## src/rtl/fcc_pkg.sv

```systemverilog
// Shared types, constants and helper functions of the cluster chain allocator.
package fcc_pkg;

  localparam logic [15:0] FREE_ENTRY = 16'h0000;
  localparam logic [15:0] BAD_MARK   = 16'hFFF7;
  localparam logic [15:0] END_LOW    = 16'hFFF8;
  localparam logic [15:0] END_MARK   = 16'hFFFF;
  localparam int          FIRST_DATA = 2;

  localparam logic [1:0] K_WRITE  = 2'd0;
  localparam logic [1:0] K_READ   = 2'd1;
  localparam logic [1:0] K_EXTEND = 2'd2;
  localparam logic [1:0] K_SHRINK = 2'd3;

  localparam logic REG_CLUSTER_COUNT = 1'b0;
  localparam logic REG_CLUSTER_LOG2  = 1'b1;

  typedef struct packed {
    logic        we;
    logic [15:0] waddr;
    logic [15:0] wdata;
    logic [15:0] raddr;
  } mreq_t;

  function automatic logic is_stop(input logic [15:0] link, input logic [16:0] depth);
    return (link >= END_LOW) || (link == BAD_MARK) || ({1'b0, link} >= depth);
  endfunction

  function automatic logic [32:0] cluster_span(input logic [31:0] size, input logic [4:0] sh);
    logic [31:0] mask;
    mask = 32'((33'd1 << sh) - 33'd1);
    return 33'(size >> sh) + 33'(|(size & mask));
  endfunction

endpackage

```

## src/rtl/fcc_ctrl.sv

```systemverilog
// Sequencer that clears the table after reset, writes and reads entries, and walks, counts, links and frees chains.
module fcc_ctrl #(
  parameter int TABLE_DEPTH = 4096
) (
  input  logic            clk,
  input  logic            rst_n,
  input  logic            start,
  output logic            busy,
  input  logic [1:0]      kind,
  input  logic [11:0]     entry_index,
  input  logic [15:0]     entry_value,
  input  logic [15:0]     start_cluster,
  input  logic [32:0]     old_cnt,
  input  logic [32:0]     new_cnt,
  input  logic [12:0]     cluster_count,
  output fcc_pkg::mreq_t  mreq,
  input  logic [15:0]     rdata,
  output logic            out_strobe,
  output logic            out_status,
  output logic [15:0]     out_value
);

  localparam int AW = $clog2(TABLE_DEPTH);
  localparam logic [16:0] DEPTH17 = 17'(TABLE_DEPTH);
  localparam logic [AW:0] LAST_ADDR = (AW+1)'(TABLE_DEPTH - 1);
  localparam logic [AW:0] FIRST_F = (AW+1)'(fcc_pkg::FIRST_DATA);

  typedef enum logic [14:0] {
    S_CLR  = 15'b000000000000001,
    S_IDLE = 15'b000000000000010,
    S_RDAT = 15'b000000000000100,
    S_WRD  = 15'b000000000001000,
    S_WDAT = 15'b000000000010000,
    S_CRD  = 15'b000000000100000,
    S_CDAT = 15'b000000001000000,
    S_LRD  = 15'b000000010000000,
    S_LDAT = 15'b000000100000000,
    S_LEND = 15'b000001000000000,
    S_TRD  = 15'b000010000000000,
    S_TDAT = 15'b000100000000000,
    S_FRD  = 15'b001000000000000,
    S_FDAT = 15'b010000000000000,
    S_SPARE = 15'b100000000000000
  } state_t;

  state_t       st_r, st_nxt, post_st;
  logic [AW:0]  f_r, f_nxt;
  logic [AW:0]  fc_r, fc_nxt, fc_inc;
  logic [AW-1:0] cur_r, cur_nxt;
  logic [32:0]  cnt_r, cnt_nxt;
  logic [32:0]  wlim_r, wlim_nxt;
  logic [32:0]  need_r, need_nxt;
  logic [15:0]  tf_r, tf_nxt;
  logic [1:0]   kind_r, kind_nxt;
  logic         ov_r, ov_nxt;
  logic         os_r, os_nxt;
  logic [15:0]  oval_r, oval_nxt;
  logic [16:0]  lim17;
  logic         eligible;

  assign busy       = (st_r != S_IDLE);
  assign out_strobe = ov_r;
  assign out_status = os_r;
  assign out_value  = oval_r;
  assign fc_inc     = fc_r + 1'b1;
  assign lim17      = ({4'b0, cluster_count} < DEPTH17) ? {4'b0, cluster_count} : DEPTH17;
  assign post_st    = (kind_r == fcc_pkg::K_EXTEND) ? S_CRD : S_TRD;
  assign eligible   = (rdata == fcc_pkg::FREE_ENTRY) &&
                      !((f_r[AW-1:0] == cur_r) && (fc_r != '0));

  always_comb begin
    st_nxt   = st_r;
    f_nxt    = f_r;
    fc_nxt   = fc_r;
    cur_nxt  = cur_r;
    cnt_nxt  = cnt_r;
    wlim_nxt = wlim_r;
    need_nxt = need_r;
    tf_nxt   = tf_r;
    kind_nxt = kind_r;
    ov_nxt   = 1'b0;
    os_nxt   = os_r;
    oval_nxt = oval_r;
    mreq     = '0;
    case (st_r)
      S_CLR: begin
        mreq.we    = 1'b1;
        mreq.waddr = 16'(f_r[AW-1:0]);
        mreq.wdata = fcc_pkg::FREE_ENTRY;
        if (f_r == LAST_ADDR) begin
          f_nxt  = '0;
          st_nxt = S_IDLE;
        end else begin
          f_nxt = f_r + 1'b1;
        end
      end
      S_IDLE: begin
        if (start) begin
          kind_nxt = kind;
          cur_nxt  = start_cluster[AW-1:0];
          cnt_nxt  = 33'd1;
          need_nxt = new_cnt - old_cnt;
          wlim_nxt = (kind == fcc_pkg::K_EXTEND) ? old_cnt : new_cnt;
          os_nxt   = 1'b0;
          oval_nxt = '0;
          case (kind)
            fcc_pkg::K_WRITE: begin
              if ({5'b0, entry_index} < DEPTH17) begin
                mreq.we    = 1'b1;
                mreq.waddr = {4'b0, entry_index};
                mreq.wdata = entry_value;
              end
              ov_nxt = 1'b1;
            end
            fcc_pkg::K_READ: begin
              if ({5'b0, entry_index} < DEPTH17) begin
                mreq.raddr = {4'b0, entry_index};
                st_nxt     = S_RDAT;
              end else begin
                ov_nxt = 1'b1;
              end
            end
            default: begin
              if ({1'b0, start_cluster} >= DEPTH17) begin
                ov_nxt = 1'b1;
              end else if (kind == fcc_pkg::K_EXTEND && new_cnt <= old_cnt) begin
                ov_nxt = 1'b1;
              end else if (kind == fcc_pkg::K_SHRINK && new_cnt >= old_cnt) begin
                ov_nxt = 1'b1;
              end else begin
                st_nxt = S_WRD;
              end
            end
          endcase
        end
      end
      S_RDAT: begin
        ov_nxt   = 1'b1;
        oval_nxt = rdata;
        st_nxt   = S_IDLE;
      end
      S_WRD: begin
        if (cnt_r < wlim_r) begin
          mreq.raddr = 16'(cur_r);
          st_nxt     = S_WDAT;
        end else begin
          f_nxt  = FIRST_F;
          fc_nxt = '0;
          st_nxt = post_st;
        end
      end
      S_WDAT: begin
        if (fcc_pkg::is_stop(rdata, DEPTH17)) begin
          f_nxt  = FIRST_F;
          fc_nxt = '0;
          st_nxt = post_st;
        end else begin
          cur_nxt = rdata[AW-1:0];
          cnt_nxt = cnt_r + 33'd1;
          st_nxt  = S_WRD;
        end
      end
      S_CRD: begin
        if ({{(16-AW){1'b0}}, f_r} >= lim17) begin
          ov_nxt = 1'b1;
          os_nxt = 1'b1;
          st_nxt = S_IDLE;
        end else begin
          mreq.raddr = 16'(f_r[AW-1:0]);
          st_nxt     = S_CDAT;
        end
      end
      S_CDAT: begin
        if (eligible && 33'(fc_inc) == need_r) begin
          f_nxt  = FIRST_F;
          fc_nxt = '0;
          st_nxt = S_LRD;
        end else begin
          if (eligible) begin
            fc_nxt = fc_inc;
          end
          f_nxt  = f_r + 1'b1;
          st_nxt = S_CRD;
        end
      end
      S_LRD: begin
        mreq.raddr = 16'(f_r[AW-1:0]);
        st_nxt     = S_LDAT;
      end
      S_LDAT: begin
        if (rdata == fcc_pkg::FREE_ENTRY) begin
          mreq.we    = 1'b1;
          mreq.waddr = 16'(cur_r);
          mreq.wdata = 16'(f_r[AW-1:0]);
          st_nxt     = S_LEND;
        end else begin
          f_nxt  = f_r + 1'b1;
          st_nxt = S_LRD;
        end
      end
      S_LEND: begin
        mreq.we    = 1'b1;
        mreq.waddr = 16'(f_r[AW-1:0]);
        mreq.wdata = fcc_pkg::END_MARK;
        cur_nxt    = f_r[AW-1:0];
        if (33'(fc_inc) == need_r) begin
          ov_nxt   = 1'b1;
          oval_nxt = 16'(fc_inc);
          st_nxt   = S_IDLE;
        end else begin
          fc_nxt = fc_inc;
          f_nxt  = f_r + 1'b1;
          st_nxt = S_LRD;
        end
      end
      S_TRD: begin
        mreq.raddr = 16'(cur_r);
        st_nxt     = S_TDAT;
      end
      S_TDAT: begin
        mreq.we    = 1'b1;
        mreq.waddr = 16'(cur_r);
        mreq.wdata = fcc_pkg::END_MARK;
        tf_nxt     = rdata;
        st_nxt     = S_FRD;
      end
      S_FRD: begin
        if (tf_r == fcc_pkg::FREE_ENTRY || fcc_pkg::is_stop(tf_r, DEPTH17)) begin
          ov_nxt   = 1'b1;
          oval_nxt = 16'(fc_r);
          st_nxt   = S_IDLE;
        end else begin
          mreq.raddr = {{(16-AW){1'b0}}, tf_r[AW-1:0]};
          st_nxt     = S_FDAT;
        end
      end
      S_FDAT: begin
        mreq.we    = 1'b1;
        mreq.waddr = {{(16-AW){1'b0}}, tf_r[AW-1:0]};
        mreq.wdata = fcc_pkg::FREE_ENTRY;
        tf_nxt     = rdata;
        fc_nxt     = fc_inc;
        st_nxt     = S_FRD;
      end
      default: begin
        st_nxt = S_IDLE;
      end
    endcase
  end

  always_ff @(posedge clk) begin
    if (!rst_n) begin
      st_r <= S_CLR;
      f_r  <= '0;
      fc_r <= '0;
      ov_r <= 1'b0;
    end else begin
      st_r <= st_nxt;
      f_r  <= f_nxt;
      fc_r <= fc_nxt;
      ov_r <= ov_nxt;
    end
  end

  always_ff @(posedge clk) begin
    cur_r  <= cur_nxt;
    cnt_r  <= cnt_nxt;
    wlim_r <= wlim_nxt;
    need_r <= need_nxt;
    tf_r   <= tf_nxt;
    kind_r <= kind_nxt;
    os_r   <= os_nxt;
    oval_r <= oval_nxt;
  end

  a_idle_no_write: assert property (@(posedge clk) disable iff (!rst_n)
    (st_r == S_IDLE && !start) |-> !mreq.we)
    else $error("table written while idle");

  a_fail_from_count: assert property (@(posedge clk) disable iff (!rst_n)
    (ov_r && os_r) |-> $past(st_r == S_CRD))
    else $error("failure beat not from free count pass");

  a_link_end: assert property (@(posedge clk) disable iff (!rst_n)
    (st_r == S_LEND) |-> (mreq.we && mreq.wdata == fcc_pkg::END_MARK))
    else $error("new cluster not terminated");

  a_clear_once: assert property (@(posedge clk) disable iff (!rst_n)
    ($past(rst_n) && st_r != S_CLR) |=> st_r != S_CLR)
    else $error("clearing pass restarted");

endmodule

```

## config.mk

```make
export PLATFORM = sky130hd
export DESIGN_NAME = fcc_ctrl
export DESIGN_NICKNAME = d
export VERILOG_FILES = /design/src/rtl/fcc_pkg.sv /design/src/rtl/fcc_ctrl.sv
export SDC_FILE = /design/constraint.sdc
export NUM_CORES = 1
export LEC_CHECK = 0
export ABC_AREA = 1
export BUFFER_PORTS_ARGS = -buffer_cell sky130_fd_sc_hd__buf_4
export CORE_UTILIZATION = 45
export DETAILED_ROUTE_END_ITERATION = 10
export PLACE_DENSITY = 0.68
export SETUP_SLACK_MARGIN = 0.5
export SYNTH_ARGS = -nofsm -noshare
export SYNTH_HDL_FRONTEND = slang
export SYNTH_SLANG_ARGS = --single-unit
```

## constraint.sdc

```tcl
create_clock -name clk -period 4.9 [get_ports clk]
set_clock_uncertainty 0.15 [all_clocks]
set_input_delay 0.735 -clock clk [delete_from_list [all_inputs] [get_ports clk]]
set_output_delay 0.735 -clock clk [all_outputs]
set_load 0.01 [all_outputs]
```

# ---- Word-level counts from Yosys, hierarchy flattened
# Index checks and enable logic that the tools add are counted.
dict set report word_totals {
  latch_bits 0
  regBits 188
  rom_bits 0
  word_cells 156
  ramBits 0
  output_inout_bits 68
  memories 0
  inputBits 144
}
dict set report classes {
  muxes 61
  bitwise 0
  n_div 0
  n_shift 0
  eq_ne 39
  add_sub_neg 4
  magnitude_cmp 10
  n_mul 0
  n_reduce_logical 30
}
# cell count
set op_table {}
lappend op_table {{$pmux 33 s6} 1}
lappend op_table {{$pmux 15 s12} 1}
lappend op_table {{$mux 33} 5}
lappend op_table {{$mux 13} 12}
lappend op_table {{$pmux 16 s6} 1}
lappend op_table {{$pmux 13 s6} 1}
lappend op_table {{$mux 15} 5}
lappend op_table {{$mux 12} 6}
lappend op_table {{$pmux 33 s2} 1}
lappend op_table {{$pmux 13 s5} 1}
lappend op_table {{$pmux 16 s4} 1}
lappend op_table {{$mux 49} 1}
lappend op_table {{$ge 16x13->1 const B} 3}
lappend op_table {{$mux 16} 3}
lappend op_table {{$pmux 12 s3} 1}
lappend op_table {{$add 33x1->33 const B} 1}
lappend op_table {{$eq 13x33->1} 1}
lappend op_table {{$ge 33x33->1} 1}
lappend op_table {{$le 33x33->1} 1}
lappend op_table {{$lt 33x33->1} 1}
lappend op_table {{$mux 11} 3}
lappend op_table {{$sub 33x33->33} 1}
lappend op_table {{$eq 16x16->1 const B} 2}
lappend op_table {{$ge 16x16->1 const B} 2}
lappend op_table {{50 further kinds} 88}

# ---- Logic depth before layout (Yosys ltp)
dict set report depth {
  ltp_word 8
  ltp_mapped 18
  mapped_depth_nobuf 18
}

# ---- Worst setup path before layout
# OpenSTA, ideal clock, no wires.
dict set report synth_timing {
  kind {reg-to-reg}
  startpoint {register st_r[8]}
  endpoint {register kind_r[0], enable pin}
  setup_ps 494
  t_required_ps 4256
  path_slack_ps 200
  arrival_ps 4056
  path_buffers 1
  period_less_slack_ps 4700
  path_stages_with_launch 9
  path_cell_list {dfxtp_1 nor2_2 inv_2 nor2_2 nand2_2 inv_2 nand4_2 buf_2 nor2_1}
}
dict set report synth_between {
  elab_chain_len 2
}
# item line_no
set synth_rtl {}
lappend synth_rtl {{start, declared} fcc_ctrl.sv:46} ;# state_t st_r, st_nxt, post_st;
lappend synth_rtl {{start signal, assigned} fcc_ctrl.sv:258} ;# st_r <= st_nxt;
lappend synth_rtl {{$eq 15x2->1} fcc_ctrl.sv:85} ;# case (st_r)
lappend synth_rtl {{$reduce_and 2->1 (no source line)} --}
lappend synth_rtl {{end signal, assigned} fcc_ctrl.sv:271} ;# kind_r <= kind_nxt;
lappend synth_rtl {{end, declared} fcc_ctrl.sv:54} ;# logic [1:0] kind_r, kind_nxt;
# Every way passes these cells.
# A chain may end at the register's enable or synchronous reset.

==> impl_summary.txt <==
----------------------------------------------------
[Timing]
  Transition at the pin with the smallest max-transition slack ... 1350 ps
  Number of max-slew violations in the final report ... 0
  Total Neg Setup Slack ... 0 ps
  Maximum operating frequency ... 243 MHz
  Endpoints failing hold ... 0
  Final Worst Setup Slack ... 785 ps
  Setup repair after global routing missed its margin ... false
  Relative slew slack ... 0.0999
  Ratio of final minimum period to clock period ... 0.840
  # setup viols final ... 0
  Post-layout min period ... 4120 ps
  Hold Worst Slack ... 325 ps

[Global routing]
  Gr ovfl total ... 0
  Overall global routing resource usage ... 0.279
  Number of global-route vias before repair ... 12300
  Busiest layer in global routing ... met2
  Wire length of the first global-routing pass ... 66600 um
  Number of antenna violations at the first check in global routing ... 0
  Maximum number of pins on one net before global-route repair ... 69
  Global-route met1 utilization ... 0.367
  GRT met2 Usage ... 0.456
  Routing usage on met3 ... 0.0489

[Die]
  Die extent in y ... 176 um
  Number of core rows ... 63
  Starting density of the core ... 0.459
  Die X-Extent ... 176 um
  Core footprint ... 0.0297 mm2
  I/O pin count ... 212
  Area enclosed by the die boundary ... 0.0310 mm2

[CTS]
  Number of gates given a new drive strength after cts ... 0
  Clock slew at the register clock pins of the worst setup and hold paths ... 70 ps
  Clock latency of the later-clocked register in the worst-skew pair ... 450 ps
  Clock tree from TritonCTS ... built
  Post-CTS setup buffer count ... 0
  Count of hold-fix buffers inserted at cts ... 0
  Clock sink count ... 187
  Maximum clock path buffer count ... 2
  CTS Root Cell ... sky130_fd_sc_hd__clkbuf_16
  Number of levels in the clock H-tree ... 4
  Number of buffers added by the clock tree synthesis step ... 17

[Synth]
  Fraction of registers with async set/reset ... 0
  Proportion of synthesized chip area in sequential cells ... 0.382
  Number of different library cells in the post-synthesis netlist ... 57
  Leading cell type by number of instances after synthesis ... sky130_fd_sc_hd__nand2_1
  Leading register cell type out of synthesis ... sky130_fd_sc_hd__edfxtp_1
  Synth area leaders ... sky130_fd_sc_hd__edfxtp_1 (32%), sky130_fd_sc_hd__nand2_1 (10%), sky130_fd_sc_hd__ha_1 (7.5%)
  Area share of the largest cell type after synthesis ... 0.322
  Total standard cell area after synthesis ... 0.0136 mm2
  Syn. warnings ... 0
  Mean cell area of the mapped netlist ... 7.71 um2
  Cell type with the highest aggregate area in the netlist ... sky130_fd_sc_hd__edfxtp_1
  EDFF count, synth ... 146
  Number of synthesized register bits ... 187
  Number of cells produced by synthesis ... 1768
  Most used standard cells in the synthesized netlist ... sky130_fd_sc_hd__nand2_1 (374), sky130_fd_sc_hd__inv_1 (255), sky130_fd_sc_hd__nor2_1 (166)

[Min path]
  Worst Hold Path Cells ... 1
  Worst Min Path Start ... rdata[13]
  Hold Crit Class ... in -> reg
  End of the worst hold path ... tf_r[13]

[Cells and area]
  Number of standard cells in the final layout excluding fillers ... 2354
  Synth-to-layout area growth ... 17.6%
  Filler cells ... 2849
  Share of cells above drive strength 1 ... 0.162
  Number of nets in the finished design ... 2178
  N_diodes ... 0

[Setup path]
  Classification of the worst setup path ... reg -> out
  Cell type of the slowest stage on the worst timing path ... sky130_fd_sc_hd__nand4_2
  Crit path largest cell delay ... 430 ps
  Slack of the worst reg-to-reg path ... 1380 ps
  Path depth of the worst reg2reg path ... 11
  Nature of the critical path endpoint ... output port
  Data arrival time at the worst-slack endpoint ... 3230 ps
  WP data required ... 4010 ps
  Startpoint of the lowest-slack register-to-register path ... st_r[2]
  Crit path buffers/inverters ... 4
  Destination of the worst register-to-register timing path ... fc_r[3]
  Cell repeated most along the worst path ... sky130_fd_sc_hd__inv_2
  Highest fanout seen on the critical path ... 13
  Critical path cell sequence ... nor2_2, inv_2, nor2_2, nand2_2, inv_2, nand4_2, nor3_4, nand2_1, inv_2, a221oi_1, o211ai_1, buf_4
  Top cell family by delay on the critical path ... simple AND/OR/NAND/NOR gates
  Kind of start point of the critical path ... flop

[Drt]
  Via count ... 13100
  Routed len/inst ... 18.3 um
  Total Routed Length ... 43000 um
  Number of search-and-repair iterations in the first detailed-routing pass ... 8
  Drt drc ... 0
  Antenna viol nets, final ... 0
  Post-DR vias/cell ... 5.58
  DRC marker count from the first detailed-route iteration ... 1360

[Power]
  Leak Pwr ... 7.44 nW
  P per Cell Area ... 239 mW/mm2
  VDD IR-drop max ... 0.191 mV

[Placement]
  Number of buffers added on ports ... 203
  Post-detailed-placement half-perimeter wirelength ... 33900 um
  Routability congestion estimate from global placement ... 0.979
  Post-placement setup slack ... 1030 ps
  Total instance count after detailed placement ... 2321

[Status]
  Outcome ... finished clean

[Job]
  Max-cap violation count ... 0

----------------------------------------------------
-- stage by stage --
step,utilization,power (W),instance area [um2]
floorplan,-,0.00222,13700
global placement,0.521,0.00250,15500
detailed placement,0.521,0.00250,15500
CTS,0.539,0.00384,16000
global route,0.540,0.00397,16000
finish,0.540,0.00383,16000
-- cell type report --
type                    count  area [um2]  area share
multi-input cells        1262        7170       0.447
flip-flops and latches    187        5200       0.325
repair buffers            213        1600      0.0997
inverters                 270        1010      0.0632
well taps                 390         488      0.0304
clock buffers              18         429      0.0268
clock inverters            14         128     0.00796
-- kinds of logic after synthesis --
family | after synthesis | synth area share
xor+xnor | 54 | 0.0373
buf+inv | 326 | 0.0954
fa+ha+maj | 83 | 0.0767
simple gates | 792 | 0.262
compound gates | 325 | 0.146
other cells | 1 | 0.000275
flops | 187 | 0.382
-- worst max path at each step --
stage / from / to / slack [ps] / cells after the start
after global placement: cluster_count[12] / mreq[2] / 1100 / 14
final: st_r[8] / mreq[2] / 780 / 12
after CTS: st_r[8] / mreq[2] / 620 / 12
after global routing: st_r[8] / mreq[2] / 590 / 12
after floorplan: st_r[8] / cnt_r[0] / 1340 / 9
after detailed placement: cluster_count[12] / mreq[2] / 1030 / 14
-- placed cells by master, fill, tap and decap left out, types with 7 or more instances in the layout --
cell type and n:
sky130_fd_sc_hd__a21oi_1 100, sky130_fd_sc_hd__a21oi_2 11, sky130_fd_sc_hd__a22oi_1 18, sky130_fd_sc_hd__buf_4 213
sky130_fd_sc_hd__clkbuf_16 17, sky130_fd_sc_hd__conb_1 8, sky130_fd_sc_hd__dfxtp_1 41, sky130_fd_sc_hd__edfxtp_1 146
sky130_fd_sc_hd__ha_1 82, sky130_fd_sc_hd__inv_1 255, sky130_fd_sc_hd__inv_2 14, sky130_fd_sc_hd__nand2_1 374
sky130_fd_sc_hd__nand2_2 7, sky130_fd_sc_hd__nand3_1 102, sky130_fd_sc_hd__nand4_1 39, sky130_fd_sc_hd__nor2_1 165
sky130_fd_sc_hd__nor2_2 16, sky130_fd_sc_hd__nor3_1 29, sky130_fd_sc_hd__nor4_1 21, sky130_fd_sc_hd__o211ai_1 36
sky130_fd_sc_hd__o21a_1 8, sky130_fd_sc_hd__o21ai_0 89, sky130_fd_sc_hd__o21ai_1 11, sky130_fd_sc_hd__o221ai_1 25
sky130_fd_sc_hd__xnor2_1 15, sky130_fd_sc_hd__xor2_1 36
-- metal layers --
metal	vias to the layer above	part of all wire
li1	6356	-
met1	6094	0.42
met2	578	0.46
met3	104	0.079
met4	0	0.035
met5	-	0
-- worst reg2reg max path: cells and delay by family, from the launching register on --
family / cells / cell delay [ps]
buf+inv: 2 / 480
compound gates: 2 / 370
simple gates: 7 / 2020
flops: 1 / 340
-- flip-flops by register name, summed over array words and instances (netlist names) --
name and flops:
f_r 13, out_status 1, out_value 16, out_strobe 1
cnt_r 33, tf_r 16, wlim_r 33, st_r 14
kind_r 2, need_r 33, fc_r 13, cur_r 12
-- report_power, final --
part	internal, W	switching (W)
combinational	0.000280	0.000405
clock	0.000671	0.000684
sequential	0.00173	0.0000567
total	0.00268	0.00115
(Power assumes the default switching activity.)
